--- src/rtl/assert_macros.svh ---
// assertion macros used by the top level of the priority queue
// no dependencies; each macro is a clocked concurrent assertion with reset disable
`ifndef ASSERT_MACROS_SVH
`define ASSERT_MACROS_SVH

// same-cycle implication
`define SFQ_ASSERT_IMP(lbl, clk, rst_n, ante, cons) \
  lbl: assert property (@(posedge clk) disable iff (!rst_n) (ante) |-> (cons)) \
    else $error("queue assertion failed");

// next-cycle implication
`define SFQ_ASSERT_NXT(lbl, clk, rst_n, ante, cons) \
  lbl: assert property (@(posedge clk) disable iff (!rst_n) (ante) |=> (cons)) \
    else $error("queue assertion failed");

`endif

--- src/rtl/sfq_pkg.sv ---
// shared types, codes and helpers of the stable four-level priority queue
// no dependencies; used by sfq_ctrl, sfq_datapath and the top level
`default_nettype none

package sfq_pkg;

  localparam int QUEUE_DEPTH_DEF = 16;
  localparam int NUM_LEVELS      = 4;

  localparam int KEY_W   = 64;
  localparam int CARR_W  = 8;
  localparam int URG_W   = 3;
  localparam int FUEL_W  = 7;
  localparam int LVL_W   = 2;
  localparam int POS_W   = 5;
  localparam int SERV_W  = 32;

  // request actions
  localparam logic [1:0] ACT_ENQ    = 2'd0;
  localparam logic [1:0] ACT_DEQ    = 2'd1;
  localparam logic [1:0] ACT_PEEK   = 2'd2;
  localparam logic [1:0] ACT_SEARCH = 2'd3;

  // result status
  localparam logic [1:0] ST_OK      = 2'd0;
  localparam logic [1:0] ST_EMPTY   = 2'd1;
  localparam logic [1:0] ST_FULL    = 2'd2;
  localparam logic [1:0] ST_MISSING = 2'd3;

  typedef struct packed {
    logic [KEY_W-1:0]  key;
    logic [CARR_W-1:0] carrier;
    logic              takeoff;
    logic [LVL_W-1:0]  lvl;      // urgency minus one
    logic [FUEL_W-1:0] fuel;
  } entry_t;

  typedef struct packed {
    logic [1:0]        action;
    logic [KEY_W-1:0]  key;
    logic [CARR_W-1:0] carrier;
    logic              takeoff;
    logic [URG_W-1:0]  urgency;
    logic [FUEL_W-1:0] fuel;
  } req_t;

  // controller to datapath
  typedef struct packed {
    logic load;   // latch an accepted request
    logic exec;   // run enqueue, dequeue or peek and write the result
    logic scan;   // compare head against the probe and rotate one place
    logic fin;    // write the search result
  } cmd_t;

  // datapath to controller
  typedef struct packed {
    logic [1:0] action;
    logic       count_zero;
    logic       scan_last;
    logic       out_free;
  } sts_t;

  // urgency 0 acts as 1, 5..7 act as 4
  function automatic logic [LVL_W-1:0] clamp_lvl(input logic [URG_W-1:0] urg);
    logic [LVL_W-1:0] res;
    if (urg == URG_W'(0)) begin
      res = LVL_W'(0);
    end else if (urg >= URG_W'(NUM_LEVELS)) begin
      res = LVL_W'(NUM_LEVELS - 1);
    end else begin
      res = LVL_W'(urg - URG_W'(1));
    end
    return res;
  endfunction

endpackage

`default_nettype wire

--- src/rtl/stable_four_level_priority_queue.sv ---
// Stable four-level priority queue, up to QUEUE_DEPTH entries sorted by urgency
// (1 most urgent), equal urgency kept in arrival order.
// Input channel in_*: one request per action (enqueue, dequeue, peek, search by key),
// accepted when in_valid is high and in_stall is low. Result channel out_*: exactly
// one result per request, taken when out_valid is high and out_stall is low.
// Enqueue, dequeue and peek: the result is registered from the execute state, and
// the next request is accepted once the block is back in idle. Search rotates the
// entries past the head comparator one per cycle, then registers its result from
// the final state; the next request is accepted once the block is back in idle.
// Insert position comes from per-level counts, so no scan is needed.
// One request can be accepted while an earlier result still waits in the output
// register; the block then holds that request until the register frees, and holds
// in_stall high meanwhile. A stalled result keeps its value.
// Reset (rst_n low, synchronous) empties the queue and clears the served count; no
// clearing pass is needed and the block accepts requests in the first cycle after.
// Depends on sfq_pkg, sfq_ctrl, sfq_datapath and assert_macros.svh.
`default_nettype none

`include "assert_macros.svh"

module stable_four_level_priority_queue #(
  parameter int QUEUE_DEPTH = sfq_pkg::QUEUE_DEPTH_DEF
) (
  input  wire logic                          clk,
  input  wire logic                          rst_n,
  input  wire logic                          in_valid,
  output logic                               in_stall,
  input  wire logic [1:0]                    in_action,
  input  wire logic [sfq_pkg::KEY_W-1:0]     in_flight_key,
  input  wire logic [sfq_pkg::CARR_W-1:0]    in_carrier_code,
  input  wire logic                          in_is_takeoff,
  input  wire logic [sfq_pkg::URG_W-1:0]     in_urgency,
  input  wire logic [sfq_pkg::FUEL_W-1:0]    in_fuel_percent,
  output logic                               out_valid,
  input  wire logic                          out_stall,
  output logic [1:0]                         out_status,
  output logic [sfq_pkg::KEY_W-1:0]          out_key,
  output logic [sfq_pkg::CARR_W-1:0]         out_carrier,
  output logic                               out_takeoff,
  output logic [sfq_pkg::URG_W-1:0]          out_urgency,
  output logic [sfq_pkg::FUEL_W-1:0]         out_fuel,
  output logic [sfq_pkg::POS_W-1:0]          out_position,
  output logic [sfq_pkg::SERV_W-1:0]         out_served_total,
  output logic [sfq_pkg::POS_W-1:0]          out_occupancy
);

  sfq_pkg::req_t req_w;
  sfq_pkg::cmd_t cmd_w;
  sfq_pkg::sts_t sts_w;

  assign req_w.action  = in_action;
  assign req_w.key     = in_flight_key;
  assign req_w.carrier = in_carrier_code;
  assign req_w.takeoff = in_is_takeoff;
  assign req_w.urgency = in_urgency;
  assign req_w.fuel    = in_fuel_percent;

  sfq_ctrl u_ctrl (
    .clk      (clk),
    .rst_n    (rst_n),
    .in_valid (in_valid),
    .in_stall (in_stall),
    .sts      (sts_w),
    .cmd      (cmd_w)
  );

  sfq_datapath #(
    .QUEUE_DEPTH (QUEUE_DEPTH)
  ) u_datapath (
    .clk              (clk),
    .rst_n            (rst_n),
    .req_in           (req_w),
    .cmd              (cmd_w),
    .sts              (sts_w),
    .out_stall        (out_stall),
    .out_valid        (out_valid),
    .out_status       (out_status),
    .out_key          (out_key),
    .out_carrier      (out_carrier),
    .out_takeoff      (out_takeoff),
    .out_urgency      (out_urgency),
    .out_fuel         (out_fuel),
    .out_position     (out_position),
    .out_served_total (out_served_total),
    .out_occupancy    (out_occupancy)
  );

  // the block is always busy in the cycle after it accepts a request
  `SFQ_ASSERT_NXT(a_busy_after_accept, clk, rst_n, in_valid && !in_stall, in_stall)
  // an empty report means nothing is held
  `SFQ_ASSERT_IMP(a_empty_occ, clk, rst_n,
    out_valid && (out_status == sfq_pkg::ST_EMPTY), out_occupancy == '0)
  // only a found search carries a position
  `SFQ_ASSERT_IMP(a_pos_only_ok, clk, rst_n,
    out_valid && (out_position != '0), out_status == sfq_pkg::ST_OK)
  // failed requests return no entry
  `SFQ_ASSERT_IMP(a_fail_no_entry, clk, rst_n,
    out_valid && (out_status != sfq_pkg::ST_OK), out_urgency == '0)

endmodule

`default_nettype wire

--- src/rtl/sfq_ctrl.sv ---
// controller of the priority queue: request sequencing and search scan control
// depends on sfq_pkg for the command and status structs and the action codes
`default_nettype none

module sfq_ctrl (
  input  wire logic          clk,
  input  wire logic          rst_n,
  input  wire logic          in_valid,
  output logic               in_stall,
  input  sfq_pkg::sts_t      sts,
  output sfq_pkg::cmd_t      cmd
);

  localparam logic [1:0] S_IDLE = 2'd0;
  localparam logic [1:0] S_EXEC = 2'd1;
  localparam logic [1:0] S_SCAN = 2'd2;
  localparam logic [1:0] S_FIN  = 2'd3;

  logic [1:0] state_r;
  logic [1:0] state_nxt;

  assign in_stall = (state_r != S_IDLE);

  always_comb begin
    state_nxt = state_r;
    cmd       = '0;
    unique case (state_r)
      S_IDLE: begin
        if (in_valid) begin
          cmd.load  = 1'b1;
          state_nxt = S_EXEC;
        end
      end
      S_EXEC: begin
        if (sts.action == sfq_pkg::ACT_SEARCH) begin
          state_nxt = sts.count_zero ? S_FIN : S_SCAN;
        end else if (sts.out_free) begin
          cmd.exec  = 1'b1;
          state_nxt = S_IDLE;
        end
      end
      S_SCAN: begin
        cmd.scan = 1'b1;
        if (sts.scan_last) begin
          state_nxt = S_FIN;
        end
      end
      S_FIN: begin
        if (sts.out_free) begin
          cmd.fin   = 1'b1;
          state_nxt = S_IDLE;
        end
      end
      default: state_nxt = S_IDLE;
    endcase
  end

  always_ff @(posedge clk) begin
    if (!rst_n) begin
      state_r <= S_IDLE;
    end else begin
      state_r <= state_nxt;
    end
  end

endmodule

`default_nettype wire

--- src/rtl/sfq_datapath.sv ---
// datapath of the priority queue: entry cells, level counts, scan and result register
// depends on sfq_pkg for entry, request, command and status types
`default_nettype none

module sfq_datapath #(
  parameter int QUEUE_DEPTH = sfq_pkg::QUEUE_DEPTH_DEF
) (
  input  wire logic                          clk,
  input  wire logic                          rst_n,
  input  sfq_pkg::req_t                      req_in,
  input  sfq_pkg::cmd_t                      cmd,
  output sfq_pkg::sts_t                      sts,
  input  wire logic                          out_stall,
  output logic                               out_valid,
  output logic [1:0]                         out_status,
  output logic [sfq_pkg::KEY_W-1:0]          out_key,
  output logic [sfq_pkg::CARR_W-1:0]         out_carrier,
  output logic                               out_takeoff,
  output logic [sfq_pkg::URG_W-1:0]          out_urgency,
  output logic [sfq_pkg::FUEL_W-1:0]         out_fuel,
  output logic [sfq_pkg::POS_W-1:0]          out_position,
  output logic [sfq_pkg::SERV_W-1:0]         out_served_total,
  output logic [sfq_pkg::POS_W-1:0]          out_occupancy
);

  localparam int CW = $clog2(QUEUE_DEPTH + 1);
  localparam int IW = $clog2(QUEUE_DEPTH);
  localparam int NL = sfq_pkg::NUM_LEVELS;

  sfq_pkg::req_t   req_r;
  sfq_pkg::entry_t cell_r [QUEUE_DEPTH];
  sfq_pkg::entry_t new_entry;
  sfq_pkg::entry_t hit_r;
  sfq_pkg::entry_t res_entry;

  logic [CW-1:0]   count_r;
  logic [CW-1:0]   cnt_nxt;
  logic [CW-1:0]   lvl_cnt_r [NL];
  logic [CW-1:0]   ins_pos;
  logic [CW-1:0]   hit_pos_r;
  logic [IW-1:0]   idx_r;
  logic            found_r;
  logic [sfq_pkg::SERV_W-1:0] served_r;
  logic [sfq_pkg::SERV_W-1:0] served_nxt;

  logic            full_w;
  logic            empty_w;
  logic            enq_w;
  logic            deq_w;
  logic            out_valid_r;
  logic            res_we;
  logic [1:0]      res_status;
  logic            res_has_entry;
  logic [CW-1:0]   res_pos;

  assign full_w  = (count_r == CW'(QUEUE_DEPTH));
  assign empty_w = (count_r == '0);
  assign enq_w   = cmd.exec && (req_r.action == sfq_pkg::ACT_ENQ) && !full_w;
  assign deq_w   = cmd.exec && (req_r.action == sfq_pkg::ACT_DEQ) && !empty_w;

  assign new_entry.key     = req_r.key;
  assign new_entry.carrier = req_r.carrier;
  assign new_entry.takeoff = req_r.takeoff;
  assign new_entry.lvl     = sfq_pkg::clamp_lvl(req_r.urgency);
  assign new_entry.fuel    = req_r.fuel;

  // sorted insert lands after every entry of equal or higher urgency
  always_comb begin
    ins_pos = '0;
    for (int j = 0; j < NL; j++) begin
      if (sfq_pkg::LVL_W'(j) <= new_entry.lvl) begin
        ins_pos = ins_pos + lvl_cnt_r[j];
      end
    end
  end

  assign cnt_nxt    = enq_w ? count_r + CW'(1) : (deq_w ? count_r - CW'(1) : count_r);
  assign served_nxt = deq_w ? served_r + sfq_pkg::SERV_W'(1) : served_r;

  for (genvar g = 0; g < QUEUE_DEPTH; g++) begin : g_cell
    localparam logic [CW-1:0] GIDX = CW'(g);
    sfq_pkg::entry_t up_w;
    sfq_pkg::entry_t dn_w;
    sfq_pkg::entry_t cell_nxt;

    if (g == QUEUE_DEPTH - 1) begin : g_up_last
      assign up_w = cell_r[g];
    end else begin : g_up
      assign up_w = cell_r[g+1];
    end
    if (g == 0) begin : g_dn_first
      assign dn_w = cell_r[g];
    end else begin : g_dn
      assign dn_w = cell_r[g-1];
    end

    always_comb begin
      cell_nxt = cell_r[g];
      if (enq_w) begin
        if (GIDX == ins_pos) begin
          cell_nxt = new_entry;
        end else if (GIDX > ins_pos) begin
          cell_nxt = dn_w;
        end
      end else if (deq_w) begin
        cell_nxt = up_w;
      end else if (cmd.scan) begin
        // rotate: head wraps to the tail so a full pass restores order
        cell_nxt = (GIDX == count_r - CW'(1)) ? cell_r[0] : up_w;
      end
    end

    always_ff @(posedge clk) begin
      cell_r[g] <= cell_nxt;
    end
  end

  always_ff @(posedge clk) begin
    if (!rst_n) begin
      count_r  <= '0;
      served_r <= '0;
      idx_r    <= '0;
      found_r  <= 1'b0;
      for (int j = 0; j < NL; j++) begin
        lvl_cnt_r[j] <= '0;
      end
    end else begin
      count_r  <= cnt_nxt;
      served_r <= served_nxt;
      if (enq_w) begin
        lvl_cnt_r[new_entry.lvl] <= lvl_cnt_r[new_entry.lvl] + CW'(1);
      end else if (deq_w) begin
        lvl_cnt_r[cell_r[0].lvl] <= lvl_cnt_r[cell_r[0].lvl] - CW'(1);
      end
      if (cmd.load) begin
        idx_r   <= '0;
        found_r <= 1'b0;
      end else if (cmd.scan) begin
        idx_r <= idx_r + IW'(1);
        if (!found_r && (cell_r[0].key == req_r.key)) begin
          found_r <= 1'b1;
        end
      end
    end
  end

  always_ff @(posedge clk) begin
    if (cmd.load) begin
      req_r <= req_in;
    end
    if (cmd.scan && !found_r && (cell_r[0].key == req_r.key)) begin
      hit_r     <= cell_r[0];
      hit_pos_r <= CW'(idx_r) + CW'(1);
    end
  end

  // result selection
  always_comb begin
    res_status    = sfq_pkg::ST_OK;
    res_has_entry = 1'b0;
    res_entry     = cell_r[0];
    res_pos       = '0;
    if (cmd.fin) begin
      res_entry = hit_r;
      if (found_r) begin
        res_has_entry = 1'b1;
        res_pos       = hit_pos_r;
      end else begin
        res_status = sfq_pkg::ST_MISSING;
      end
    end else begin
      unique case (req_r.action) inside
        sfq_pkg::ACT_ENQ: begin
          res_status = full_w ? sfq_pkg::ST_FULL : sfq_pkg::ST_OK;
        end
        sfq_pkg::ACT_DEQ, sfq_pkg::ACT_PEEK: begin
          if (empty_w) begin
            res_status = sfq_pkg::ST_EMPTY;
          end else begin
            res_has_entry = 1'b1;
          end
        end
        default: begin
          res_status = sfq_pkg::ST_MISSING;
        end
      endcase
    end
  end

  assign res_we = cmd.exec || cmd.fin;

  always_ff @(posedge clk) begin
    if (!rst_n) begin
      out_valid_r <= 1'b0;
    end else if (res_we) begin
      out_valid_r <= 1'b1;
    end else if (out_valid_r && !out_stall) begin
      out_valid_r <= 1'b0;
    end
  end

  always_ff @(posedge clk) begin
    if (res_we) begin
      out_status       <= res_status;
      out_key          <= res_has_entry ? res_entry.key : '0;
      out_carrier      <= res_has_entry ? res_entry.carrier : '0;
      out_takeoff      <= res_has_entry ? res_entry.takeoff : 1'b0;
      out_urgency      <= res_has_entry ?
                          sfq_pkg::URG_W'(res_entry.lvl) + sfq_pkg::URG_W'(1) : '0;
      out_fuel         <= res_has_entry ? res_entry.fuel : '0;
      out_position     <= sfq_pkg::POS_W'(res_pos);
      out_served_total <= served_nxt;
      out_occupancy    <= sfq_pkg::POS_W'(cnt_nxt);
    end
  end

  assign out_valid      = out_valid_r;
  assign sts.action     = req_r.action;
  assign sts.count_zero = empty_w;
  assign sts.scan_last  = ((CW'(idx_r) + CW'(1)) == count_r);
  assign sts.out_free   = !out_valid_r || !out_stall;

endmodule

`default_nettype wire

--- config.mk ---
export PLATFORM = sky130hd
export DESIGN_NAME = stable_four_level_priority_queue
export DESIGN_NICKNAME = d
export VERILOG_FILES = /design/src/rtl/sfq_pkg.sv /design/src/rtl/stable_four_level_priority_queue.sv /design/src/rtl/sfq_ctrl.sv /design/src/rtl/sfq_datapath.sv
export VERILOG_INCLUDE_DIRS = /design/src /design/src/rtl
export SDC_FILE = /design/constraint.sdc
export NUM_CORES = 2
export LEC_CHECK = 0
export ABC_AREA = 1
export BUFFER_PORTS_ARGS = -buffer_cell sky130_fd_sc_hd__buf_4
export CORE_MARGIN = 2
export CORE_UTILIZATION = 40
export CTS_CLUSTER_DIAMETER = 80
export DETAILED_ROUTE_END_ITERATION = 8
export PLACE_DENSITY = 0.65
export SYNTH_ARGS = -nofsm -noshare
export SYNTH_HDL_FRONTEND = slang
export SYNTH_SLANG_ARGS = --single-unit
export TNS_END_PERCENT = 30
--- constraint.sdc ---
create_clock -name clk -period 15 [get_ports clk]
set_clock_uncertainty 0.2 [all_clocks]
set_input_delay 0.75 -clock clk [delete_from_list [all_inputs] [get_ports clk]]
set_output_delay 0.75 -clock clk [all_outputs]
set_load 0.01 [all_outputs]
==> results.md <==
* Status: finished with violations
* Failing checks: DRC
* Worst EP required at 15.27 ns
* IO Port Bufs at around 220
* Dpl ws at roughly 6.4 ns
* Die Y at about 500 um
* Slowest-stage cell, CP: buf_4
* TritonCTS Buffers at 198
* Largest net degree at the start of global routing at 210
* Vias per inst at 5.914
* Ports at 218
* Sink Count at 1676
* Nets at between 10000 and 15000
* ANT nets after route at 0
* Final setup viols at 0
* Final min period at a little under 9 ns
* Post-Synthesis Cell Area at 101800 um^2
* Worst Setup Path Type: reg -> reg
* Syn nets at 13468
* Power per cell area at about 120 nW/um^2
* H-tree levels at 4
* Leakage at 0.04683 uW
* 1st-iter DRT viols at 15615
* Mapped Cells at 13347
* Final wirelength at a little under 400 mm
* Crit-path max FO at 149
* Crit-path max cell delay at 0.90 ns
* Fillcell total at 25199
* F_max at 114.1 MHz
* Synthesis Warnings at 0
* Clock Tree Buf Depth at 3
* Flops & latches, synth at about 1700
* Hold WC Path Type: in -> reg
* Total global routing overflow at 0
* Die area at ~260000 um^2
* Most used cell, CP: nand2_1
* Antenna violations before repair at 12
* Area growth from synthesis to layout at 9.992%
* PostCTS Resize Cnt at 0
* VDD IR max at between 150 and 200 uV
* Share of cells above drive strength 1 at 5.986%
* Synth cell types at 50
* DP Wirelength at 223.7 mm
* Hold buffers post-CTS at 85
* Async set or reset register ratio after synthesis at 0%
* Synth Flop Type: edfxtp_1
* Die extent in x at 508.5 um
* Vias in the first global route at 88721
* Area fraction of the dominant cell type after synthesis at between 40% and 50%
* Root Buffer: clkbuf_16
* Final Hold Fails at 0
* # Post-CTS Setup Buffers at 0
* Unrepaired setup endpoints after global routing: false
* Initial Util at 40.16%
* GRT Util Overall at 29.41%
* Detailed-route via count at slightly below 100k
* Worst-path clk slew at approximately 0.06 ns
* Startpoint types: flop
* CORE AREA at approximately 250000 um^2
* First-pass GRT wire length at 583.1 mm
* Area contributors post-synth: edfxtp_1 (48%), nand2_1 (12%), nand3_1 (9.5%)
* Setup TNS at 0 ns
* Number of synthesized flops with an enable pin at 1631
* Pre-Repair DR Iteration Count at 9
* Wire length per cell at 24.08 um
* Gpl congestion at 0.9216
* Final worst slack at around 6.2 ns
* Max Cap Viol at 0
* Most area-hungry cell type in the Yosys netlist: edfxtp_1
* Site Rows at 185
* Worst Tran Pin Value at about 1.4 ns
* Period utilisation layout at between 50% and 60%
* CTS tree: done
* Slew Viols, Final at 0
* Clock Latency Late Sink at 0.90 ns
* Worst Setup End Kind: flop
* Mapped Avg Cell Area at 7.626 um^2
* Drt drc at 7
* Worst EP arrival at 9.03 ns
* Sequential fraction of the synthesis area at 49.00%
* Rel. slew slack at 3.372%
## report_power, final
group / internal (uW) / switching [uW] / total [uW] / leakage, uW
Clock: 2790 / 2160 / 4940 / 0.00313
Sequential: 5400 / 103 / 5500 / 0.0152
Combinational: 524 / 2190 / 2720 / 0.0285
Total: 8710 / 4450 / 13200 / 0.0468
## state kept, by name (all words and copies together) (netlist names), 2 cells and up
register,cells
u_datapath.count_r,5
u_datapath.hit_pos_r,5
u_datapath.sts,2
u_datapath.cell_r,1312
u_datapath.served_r,32
u_datapath.out_position,5
u_datapath.out_occupancy,5
u_ctrl.state_r,2
u_datapath.out_served_total,32
u_datapath.req_r,3
u_datapath.out_carrier,8
u_datapath.out_fuel,7
u_datapath.out_key,64
u_datapath.lvl_cnt_r,20
u_datapath.hit_r,82
u_datapath.new_entry,80
u_datapath.out_urgency,3
u_datapath.out_status,2
u_datapath.idx_r,4
## per-layer routing
metal	GRT usage [%]	up-vias	part of all wire, %	wire (um)
met5	0.03704	-	0.016	63
li1	-	43313	-	-
met4	12.08	10	4.6	18190
met2	44.31	6861	43	170100
met1	39.93	45528	39	153000
met3	7.816	1196	14	53280
## cell families (layout without fill, tap and decap cells)
logic type	count (synthesis)	in the layout	synth area share, %
adders and majority gates	32	32	0.4155
DFF	1676	1676	49.00
AOI/OAI and AO/OA	1799	1799	10.06
buffers and inverters	2675	2342	10.35
and+or+nand+nor	7091	7091	29.53
other	0	5	0
xor gates and xnor gates	74	74	0.6367
## synth_stat cells, types with 45 or more instances
cell and instances:
nand2_1 3275, nand3_1 1938, edfxtp_1 1631, nor2_1 1493
inv_1 1450, o21ai_0 890, clkbuf_1 741, o211ai_1 477
buf_2 353, nand4_1 277, o21ai_1 272, a21oi_1 142
buf_1 72, dfxtp_1 45
## path summary, 6_finish.rpt
| path | from | endpoint | slack [ns] | cells past startpoint |
|---|---|---|---|---|
| worst max register to register | u_datapath.req_r[7] | u_datapath.cell_r[0][450] | 6.23 | 34 |
| worst min register to register | u_datapath.idx_r[1] | u_datapath.idx_r[1] | 0.29 | 2 |
| worst max-delay path | u_datapath.req_r[7] | u_datapath.cell_r[0][450] | 6.23 | 34 |
| worst min-delay path | in_valid | u_ctrl.state_r[0] | 0.06 | 3 |
## metrics by stage
step | area (um^2) | std cells | power [uW] | hold WS [ns] | utilization, %
after floorplan | 101800 | 13347 | 7181 | 0.2244 | -
after global placement | 104700 | 15926 | 8141 | 0.2745 | 41.29
after detailed placement | 104700 | 15926 | 8159 | 0.2777 | 41.29
after CTS | 111900 | 16380 | 13060 | 0.03405 | 44.17
after global routing | 112000 | 16381 | 13480 | 0.05277 | 44.17
final | 112000 | 16385 | 13160 | 0.06017 | 44.17
## final cells by class
type / count / area [um^2] / share of cell area, %
Antenna cell: 5 / 12.51 / 0.01118
Timing Repair Buffer: 478 / 3901 / 3.484
Multi-Input combinational cell: 8996 / 41850 / 37.38
Sequential cell: 1676 / 49880 / 44.55
Tap cell: 3366 / 4212 / 3.762
Inverter: 1495 / 5672 / 5.066
Clock buffer: 243 / 5219 / 4.661
Clock inverter: 126 / 1219 / 1.088
## worst max-delay path, delay by kind of cell (launching register included)
kind	cells	cell delay [ns]
adders and majority gates	4	1.22
buffers and inverters	9	2.64
AOI/OAI and AO/OA	2	0.41
and+or+nand+nor	19	3.16
DFF	1	0.42
## cells in the final DEF (no fill, tap or decap), types with 7 or more instances in the layout
master	count
inv_1	1446
nand2_1	3254
o211ai_1	477
nand3b_1	8
inv_2	7
nor3_1	26
o21ai_0	889
clkbuf_1	40
clkinv_1	73
clkinvlp_4	7
inv_6	7
clkinv_2	36
buf_12	8
o21ai_1	269
a21oi_1	142
clkbuf_16	202
dlygate4sd3_1	85
and2_1	11
nand4_1	277
nor2_4	27
xnor2_1	29
edfxtp_1	1631
inv_4	12
nand3_1	1935
xor2_1	44
nor2_1	1478
buf_4	385
nand2_4	25
ha_1	29
nor4_1	19
bufinv_16	18
dfxtp_1	45
Power figures use the tool's default switching activity.
